--- src/hw/rtl/ipm_pkg.sv ---
// ipm_pkg: types and constants for the image PSNR meter.
// Used by image_psnr_meter_unit; no dependencies.
package ipm_pkg;

  localparam int unsigned PixelCountDefault = 65536;
  localparam int unsigned PeakSquared       = 65025;
  localparam int unsigned FracBits          = 24;
  localparam logic [25:0] DbQ16PerLog2      = 26'd50504453;
  localparam logic [14:0] PsnrMax           = 15'd32767;

  typedef enum logic [2:0] {
    S_ACC,
    S_NORM,
    S_SQ,
    S_UPD,
    S_DIFF,
    S_SCALE,
    S_ROUND,
    S_DONE
  } ipm_state_t;

  // log2 in Q24, elaboration only: MSB index plus 24 squaring steps
  function automatic longint unsigned ipm_log2_q24(input longint unsigned x);
    int unsigned e;
    longint unsigned m;
    longint unsigned frac;
    e = 63;
    frac = 0;
    while (e > 0 && ((x >> e) & 64'd1) == 64'd0) e--;
    if (e >= 31) m = x >> (e - 31);
    else m = x << (31 - e);
    for (int i = 0; i < FracBits; i++) begin
      m = (m * m) >> 31;
      frac = frac << 1;
      if (m >= (64'd1 << 32)) begin
        m = m >> 1;
        frac = frac | 64'd1;
      end
    end
    return (longint'(e) << FracBits) | frac;
  endfunction

endpackage

--- src/hw/rtl/image_psnr_meter_unit.sv ---
// image_psnr_meter_unit: per-frame PSNR of 8-bit pixel pairs.
// Depends on ipm_pkg (state type, log2 constant function, scale constant).
//
//   channel | signals                                        | dir
//   in      | in_valid in_ready ref_pixel test_pixel frame_end | pixel pair item
//   out     | out_valid out_ready psnr_db_q8                 | one item per frame
//           | squared_error_sum images_identical             |
//
// Pixel pair items are accepted while the sequencer is idle. A frame_end item
// with a nonzero sum then occupies the shared 32x32 multiplier: one-bit
// normalize shifts, 24 square-and-compare steps, a difference, a scale and,
// for a positive difference, a round step, then the output load, with in_ready low.
// Pixel items keep flowing while a finished result waits on out_ready; a later
// frame result waits in place until the output register frees.
// rst is synchronous, active high, and clears the sum, out_valid and the sequencer.
module image_psnr_meter_unit
  import ipm_pkg::*;
#(
  parameter int unsigned PIXEL_COUNT = PixelCountDefault
) (
  input  logic        clk,
  input  logic        rst,
  input  logic        in_valid,
  output logic        in_ready,
  input  logic [7:0]  ref_pixel,
  input  logic [7:0]  test_pixel,
  input  logic        frame_end,
  output logic        out_valid,
  input  logic        out_ready,
  output logic [14:0] psnr_db_q8,
  output logic [31:0] squared_error_sum,
  output logic        images_identical
);

  localparam longint unsigned PeakN = 64'(PeakSquared) * 64'(PIXEL_COUNT);
  localparam logic [29:0] LnQ24 = 30'(ipm_log2_q24(PeakN));

  ipm_state_t state, state_next;

  logic [31:0] acc;
  logic [31:0] sse;
  logic [31:0] m;
  logic [4:0]  e;
  logic [23:0] frac;
  logic [4:0]  cnt;
  logic [29:0] diff;
  logic        diff_pos;
  logic [63:0] prod;
  logic [14:0] psnr_res;
  logic        ident;

  logic        in_acc;
  logic        load;
  logic [7:0]  d;
  logic [15:0] sq;
  logic [32:0] sum;
  logic [31:0] sum_sat;
  logic [31:0] mul_a;
  logic [31:0] mul_b;
  logic [32:0] sq_shift;
  logic [28:0] ls;
  logic [63:0] rnd;

  assign in_acc   = in_valid && in_ready;
  assign d        = (ref_pixel >= test_pixel) ? (ref_pixel - test_pixel)
                                              : (test_pixel - ref_pixel);
  assign sq       = 16'(d) * 16'(d);
  assign sum      = {1'b0, acc} + {17'd0, sq};
  assign sum_sat  = sum[32] ? 32'hFFFF_FFFF : sum[31:0];
  assign mul_a    = (state == S_SCALE) ? {2'b00, diff} : m;
  assign mul_b    = (state == S_SCALE) ? {6'd0, DbQ16PerLog2} : m;
  assign sq_shift = prod[63:31];
  assign ls       = {e, frac};
  assign rnd      = prod + (64'd1 << 39);

  always_ff @(posedge clk) begin
    if (rst) state <= S_ACC;
    else state <= state_next;
  end

  always_comb begin
    state_next = state;
    in_ready   = 1'b0;
    load       = 1'b0;
    case (state)
      S_ACC: begin
        in_ready = 1'b1;
        if (in_valid && frame_end) begin
          state_next = (sum_sat == 32'd0) ? S_DONE : S_NORM;
        end
      end
      S_NORM:  if (m[31]) state_next = S_SQ;
      S_SQ:    state_next = S_UPD;
      S_UPD:   state_next = (cnt == 5'(FracBits - 1)) ? S_DIFF : S_SQ;
      S_DIFF:  state_next = S_SCALE;
      S_SCALE: state_next = diff_pos ? S_ROUND : S_DONE;
      S_ROUND: state_next = S_DONE;
      S_DONE: begin
        if (!out_valid || out_ready) begin
          load       = 1'b1;
          state_next = S_ACC;
        end
      end
      default: state_next = S_ACC;
    endcase
  end

  always_ff @(posedge clk) begin
    if (rst) begin
      acc       <= 32'd0;
      out_valid <= 1'b0;
    end else begin
      if (in_acc) acc <= frame_end ? 32'd0 : sum_sat;
      if (load) out_valid <= 1'b1;
      else if (out_ready) out_valid <= 1'b0;
    end
  end

  always_ff @(posedge clk) begin
    case (state)
      S_ACC: begin
        if (in_acc && frame_end) begin
          sse      <= sum_sat;
          m        <= sum_sat;
          e        <= 5'd31;
          ident    <= (sum_sat == 32'd0);
          psnr_res <= 15'd0;
        end
      end
      S_NORM: begin
        cnt  <= 5'd0;
        frac <= 24'd0;
        if (!m[31]) begin
          m <= {m[30:0], 1'b0};
          e <= e - 5'd1;
        end
      end
      S_SQ: prod <= mul_a * mul_b;
      S_UPD: begin
        frac <= {frac[22:0], sq_shift[32]};
        m    <= sq_shift[32] ? sq_shift[32:1] : sq_shift[31:0];
        cnt  <= cnt + 5'd1;
      end
      S_DIFF: begin
        diff_pos <= (LnQ24 > {1'b0, ls});
        diff     <= LnQ24 - {1'b0, ls};
      end
      S_SCALE: prod <= mul_a * mul_b;
      S_ROUND: psnr_res <= (rnd[63:40] > {9'd0, PsnrMax}) ? PsnrMax : rnd[54:40];
      S_DONE: begin
        if (load) begin
          psnr_db_q8        <= psnr_res;
          squared_error_sum <= sse;
          images_identical  <= ident;
        end
      end
      default: ;
    endcase
  end

  a_norm_mantissa: assert property (@(posedge clk) disable iff (rst)
    (state == S_SQ) |-> m[31])
    else $error("mantissa not normalized at square step");

  a_iter_bound: assert property (@(posedge clk) disable iff (rst)
    (state == S_UPD) |-> (cnt < 5'(FracBits)))
    else $error("fraction step count out of range");

  a_ident_zero: assert property (@(posedge clk) disable iff (rst)
    (out_valid && images_identical) |-> (psnr_db_q8 == 15'd0 && squared_error_sum == 32'd0))
    else $error("identical flag with nonzero result");

  a_frame_busy: assert property (@(posedge clk) disable iff (rst)
    (in_acc && frame_end) |=> !in_ready)
    else $error("frame end did not start the sequencer");

  a_load_free: assert property (@(posedge clk) disable iff (rst)
    load |-> (!out_valid || out_ready))
    else $error("output register overwritten");

endmodule

--- config.mk ---
export PLATFORM = sky130hd
export DESIGN_NAME = image_psnr_meter_unit
export DESIGN_NICKNAME = d
export VERILOG_FILES = /design/src/hw/rtl/ipm_pkg.sv /design/src/hw/rtl/image_psnr_meter_unit.sv
export SDC_FILE = /design/constraint.sdc
export NUM_CORES = 2
export LEC_CHECK = 0
export ABC_AREA = 1
export BUFFER_PORTS_ARGS = -buffer_cell sky130_fd_sc_hd__buf_2
export CORE_MARGIN = 2
export CORE_UTILIZATION = 45
export DETAILED_ROUTE_END_ITERATION = 6
export GPL_TIMING_DRIVEN = 1
export PLACE_DENSITY_LB_ADDON = 0.1
export REMOVE_ABC_BUFFERS = 1
export SYNTH_ARGS = -nofsm -noshare
export SYNTH_HDL_FRONTEND = slang
export SYNTH_SLANG_ARGS = --single-unit
--- constraint.sdc ---
create_clock -name clk -period 7.95 [get_ports clk]
set_input_delay 1.1925 -clock clk [delete_from_list [all_inputs] [get_ports clk]]
set_output_delay 1.1925 -clock clk [all_outputs]
set_load 0.01 [all_outputs]
Word-level counts from Yosys, hierarchy flattened
Cells that the tools add are included.
{"block": "classes", "eq_ne": 13, "div": 0, "mux": 29, "n_addsub": 7, "reduce_logical": 20, "order_cmp": 3, "bitwise_logic": 0, "shift": 0, "mul": 2}
{"cell": "$mux 32", "n": 7}
{"cell": "$pmux 32 s3", "n": 1}
{"cell": "$add 64x40->64 const B", "n": 1}
{"cell": "$mul 32x32->64", "n": 1}
{"cell": "$pmux 24 s2", "n": 1}
{"cell": "$add 32x16->33", "n": 1}
{"cell": "$logic_not 32->1", "n": 1}
{"cell": "$mux 15", "n": 2}
{"cell": "$pmux 15 s2", "n": 1}
{"cell": "$sub 29x29->30 const A", "n": 1}
{"cell": "$gt 29x29->1 const A", "n": 1}
{"cell": "$gt 24x15->1 const B", "n": 1}
{"cell": "$pmux 3 s8", "n": 1}
{"cell": "$pmux 5 s2", "n": 2}
{"cell": "$mul 8x8->16", "n": 1}
{"cell": "$sub 8x8->8", "n": 2}
{"cell": "$mux 3", "n": 5}
{"cell": "$eq 3x3->1 const B", "n": 4}
{"cell": "$mux 5", "n": 2}
{"cell": "$ne 2x2->1 const B", "n": 5}
{"cell": "$reduce_and 3->1", "n": 3}
{"cell": "$ge 8x8->1", "n": 1}
{"cell": "$mux 8", "n": 1}
{"cell": "$reduce_and 2->1", "n": 4}
{"cell": "other kinds (13)", "n": 24}
{"block": "totals", "inputBits": 21, "mem_bits_ro": 0, "word_cells": 91, "latchBits": 0, "register_bits": 293, "output_inout_bits": 50, "memories": 0, "mem_bits_rw": 0}

Longest topological paths before layout
{"block": "depth", "depth_word": 9, "mapped_depth": 40, "mapped_depth_nobuf": 39}

Worst setup path before layout
OpenSTA, ideal clock, no wires.
{"block": "synth_timing", "path_kind": "register to register", "startpoint": "reg state[1]", "endpoint": "reg prod[56], data pin", "slack_ns": 0.602, "setup_time_ns": 0.258, "synth_period_minus_slack_ns": 7.348, "arrival_time_ns": 7.090, "t_required_ns": 7.692, "stages_incl_launch_ff": 30, "path_buffers": 2, "path_cell_list": "dfxtp_1 inv_2 nand3_4 buf_1 nand2_1 inv_1 clkbuf_1 nand2_1 fa_1 inv_1 fa_1 fa_1 inv_1 fa_1 inv_1 fa_1 fa_1 fa_1 inv_1 fa_1 inv_1 ha_1 nand2_1 nor2_1 inv_1 nor4_1 nand3_1 nand3_1 a31oi_1 xnor2_1"}
{"block": "synth_via", "elab_chain_cells": 3, "word_cells_on_any_way": 4, "cone_classes": "mul (1); eq/ne (1); mux (2)"}
{"item": "start: declaration", "line_no": "image_psnr_meter_unit.sv:38", "source": "ipm_state_t state, state_next;"}
{"item": "start signal: assignment", "line_no": "image_psnr_meter_unit.sv:78", "source": "else state <= state_next;"}
{"item": "$eq 3x3->1 (*)", "line_no": "image_psnr_meter_unit.sv:70, image_psnr_meter_unit.sv:71, image_psnr_meter_unit.sv:120"}
{"item": "$mux 32 (on tied branches)", "line_no": "image_psnr_meter_unit.sv:70, image_psnr_meter_unit.sv:71"}
{"item": "$mul 32x32->64 (*)", "line_no": "image_psnr_meter_unit.sv:138, image_psnr_meter_unit.sv:148"}
{"item": "end signal: assignment", "line_no": "image_psnr_meter_unit.sv:138", "source": "S_SQ: prod <= mul_a * mul_b;"}
{"item": "end signal: assignment", "line_no": "image_psnr_meter_unit.sv:148", "source": "S_SCALE: prod <= mul_a * mul_b;"}
{"item": "end: declaration", "line_no": "image_psnr_meter_unit.sv:48", "source": "logic [63:0] prod;"}
Mark *: on every way between the ends. The rest lies on a longest branch, timed or not.
A chain may end at the register's enable or synchronous reset.

Worst setup path after layout
{"block": "layout_timing", "startpoint": "reg state[1]", "endpoint": "reg prod[57], data pin"}
Same word-level chain as after synthesis.

==> summary.md <==
| Metric | Value |
|---|---|
| Run status | finished clean |
| Clock root buffer | clkbuf_16 |
| Ys flop type | edfxtp_1 |
| Worst setup path class | register to register |
| H-tree levels | 1 |
| Placed cell area | approximately 0.052 mm2 |
| Leading area contributor after synthesis | fa_1 |
| EDFF count, synth | between 200 and 250 |
| Sequential-to-total area share from yosys stat | 0.158 |
| Clock Tree Buf Depth | 3 |
| Final std cells w/o fill | ~7.4k |
| Routed WL | around 180,000 um |
| R2R depth | 31 |
| Reg2reg start | state[1]$_SDFFE_PP0P_ |
| Synth top cells by count | inv_1, nand2_1, fa_1, nor2_1, ha_1 |
| Synth top area cells | fa_1, edfxtp_1, inv_1, ha_1, nand2_1 |
| Synth Cell Area | ~0.047 mm2 |
| Max incr delay on CP | ~600 ps |
| Crit end category | register |
| Detailed-route DRC error count | 0 |
| Rows | 119 |
| Post-route design area | about 0.054 mm2 |
| Crit-path leading delay family | adder cells |
| IO Port Bufs | 70 |
| DIE AREA | between 0.1 and 0.15 mm2 |
| FF-to-FF setup slack | about 150 ps |
| Antenna viol nets, final | 0 |
| Area fraction of the dominant cell type after synthesis | 0.394 |
| Slowest library cell on the worst path | fa_1 |
| Crit path buf inv count | 10 |
| Unrepaired setup endpoints after global routing | yes |
| Die height | about 330 um |
| Num ports | 71 |
| Core Region | approximately 0.10 mm2 |
| Asr flop ratio synth | 0 |
| Clk_lat worst skew | between 500 and 600 ps |
| Via count | between 30k and 40k |
| Number of synthesized register bits | 262 |
| CTS buffer count | 30 |
| Final period util | 0.981 |
| Most numerous cell in the Yosys netlist | inv_1 |
| CP Capture Point | prod[57]$_DFFE_PP_ |
| Synth warn | 0 |
| GPL Wtd Cong | a little over 1 |
| RR Endpoint | prod[57]$_DFFE_PP_ |
| Initial DRT Pass Iterations | 5 |
| Clk_skew | 14.4 ps |
| Critical path launch point type | register |
| Crit path depth | 31 |
| CP Max Fanout | 16 |
| First-pass GRT wire length | 274,000 um |
| Worst-Margin Slew | around 1100 ps |
| Setup violators final | 0 |
| Final setup TNS | 0 ps |
| Layout cell share with drive strength beyond 1 | 0.132 |
| Final Util | 0.519 |
| CTS Hold Bufs | 0 |
| Hold Violations, Final | 0 |
| Max-Cap Viols | 0 |
| Initial Util | 0.452 |
| Min Tclk post-route | roughly 7800 ps |
| Die X | ~330 um |
| Avg WL per Cell | 25.0 um |
| Slew Viols, Final | 0 |
| Via density | between 5 and 6 |
| Crit path from | state[1]$_SDFFE_PP0P_ |
| Worst hold path type | register to register |
| Synth cell types | between 50 and 60 |
| CP Data Required Time | 8280 ps |
| Gr ovfl total | 0 |
| Synthesized instance count | between 5k and 6k |
| Fmax | around 130 MHz |
| Fin nets | roughly 7.3k |
| HPWL Detailed | 154,000 um |
| Clock sinks | roughly 260 |
| Total GRT Usage | 0.351 |
| Initial DRC Count | ~3.4k |
| Largest net degree at the start of global routing | a little under 60 |
| CTS tree | built |
| Placed cells | between 7k and 8k |
| Number of antenna violations at the first check in global routing | 8 |
| Worst rel slew slack | 0.262 |
| Critical path's most frequent cell | fa_1 |
| Clock transition at the registers of the reported paths | roughly 60 ps |
| Area grow syn2layout | 14.8% |
| Vias in the first global route | ~40k |
| Syn Area/Cell | about 8.5 um2 |
| Worst Path Arrival | between 8000 and 9000 ps |
## state kept, by name, summed over array words and instances, names as in the netlist, 3 cells and up
name	flops
psnr_res	15
frac	24
psnr_db_q8	15
prod	33
sse	32
state	3
m	32
acc	32
e	5
squared_error_sum	32
diff	30
cnt	5
## through the flow
step           worst slack, ps  hold WS, ps
2_1_floorplan            -78.4          400
3_3_place_gp              -840          401
3_5_place_dp              -806          405
4_1_cts                   2.64          418
5_1_grt                  -87.7          422
6_report                   153          417
## per-layer routing
metal  track usage  vias up  share of wire
met1         0.481    19800           0.41
met2         0.550     1802           0.44
met4         0.156       10          0.062
met5             0        -        0.00036
li1              -    17300              -
met3        0.0561      414          0.089
## worst min path at each step
stage                              start                              end  slack (ps)  cells after the start
4_1_cts                sse[10]$_DFFE_PP_  squared_error_sum[10]$_DFFE_PP_         420                      0
6_report               sse[10]$_DFFE_PP_  squared_error_sum[10]$_DFFE_PP_         420                      0
3_3_place_gp            sse[4]$_DFFE_PP_   squared_error_sum[4]$_DFFE_PP_         400                      0
2_1_floorplan            ident$_DFFE_PP_       images_identical$_DFFE_PP_         400                      0
5_1_grt                sse[12]$_DFFE_PP_  squared_error_sum[12]$_DFFE_PP_         420                      0
3_5_place_dp   psnr_res[1]$_SDFFCE_PN0P_          psnr_db_q8[1]$_DFFE_PP_         400                      0
## cells by family (layout without fill, tap and decap cells)
logic type,after synthesis,after routing,share of synthesized area
AOI/OAI and AO/OA,388,388,0.0470
DFF,262,262,0.158
and+or+nand+nor,1940,1941,0.164
other,0,1,0
muxes,5,5,0.00106
buffers and inverters,1650,2052,0.132
xor gates and xnor gates,97,97,0.0181
adders and majority gates,1254,1254,0.479
## cell type report
| type | count | area (um2) |
|---|---|---|
| well taps | 1391 | 1740 |
| repair buffers | 509 | 4180 |
| clock inverters | 19 | 159 |
| multi-input cells | 3685 | 34400 |
| clock buffers | 35 | 791 |
| flip-flops and latches | 262 | 7510 |
| fillers | 10300 | 50400 |
| diodes | 1 | 2.50 |
| inverters | 1489 | 5620 |
## worst reg2reg max path, delay by kind of cell (launching register included)
kind	cells	cell delay [ps]
buffers and inverters	10	1540
adders and majority gates	9	4400
and+or+nand+nor	8	890
AOI/OAI and AO/OA	4	400
DFF	1	330
## layout by cell type (no fill, tap or decap), types with 7 or more instances in the layout
cell type | netlist | routed
nand2_4 | 2 | 11
nor2_1 | 742 | 700
inv_1 | 1460 | 1434
nor2_2 | 3 | 35
nand3_2 | 6 | 8
o21ai_2 | 1 | 8
inv_2 | 11 | 30
clkbuf_16 | 0 | 35
clkinvlp_4 | 0 | 9
a31oi_1 | 21 | 17
xnor2_1 | 18 | 18
edfxtp_1 | 226 | 226
buf_4 | 0 | 387
nand2_1 | 976 | 945
fa_2 | 0 | 22
buf_12 | 0 | 32
dfxtp_1 | 36 | 33
a21oi_2 | 1 | 29
a21oi_1 | 172 | 139
nand2_2 | 5 | 27
nand3b_1 | 7 | 7
ha_1 | 321 | 312
clkinv_1 | 16 | 20
ha_4 | 0 | 9
nor2_4 | 2 | 12
o21ai_0 | 99 | 83
buf_2 | 14 | 70
o221ai_1 | 32 | 32
o21ai_1 | 14 | 23
nor3_1 | 31 | 29
nand3_1 | 100 | 96
nand4_1 | 44 | 44
fa_1 | 933 | 911
xor2_1 | 78 | 76
buf_6 | 4 | 15
o21a_1 | 11 | 11
## repair_timing
item                                    in CTS  in global routing
cloned                                       0                  5
pin swaps                                    3                 35
endpoints found under the setup margin      33                 33
setup buffers                                4                 29
resized for setup                           31                234
Power is not shown: default switching activity piles up to over one toggle a cycle in this logic, so the estimate is an artifact.
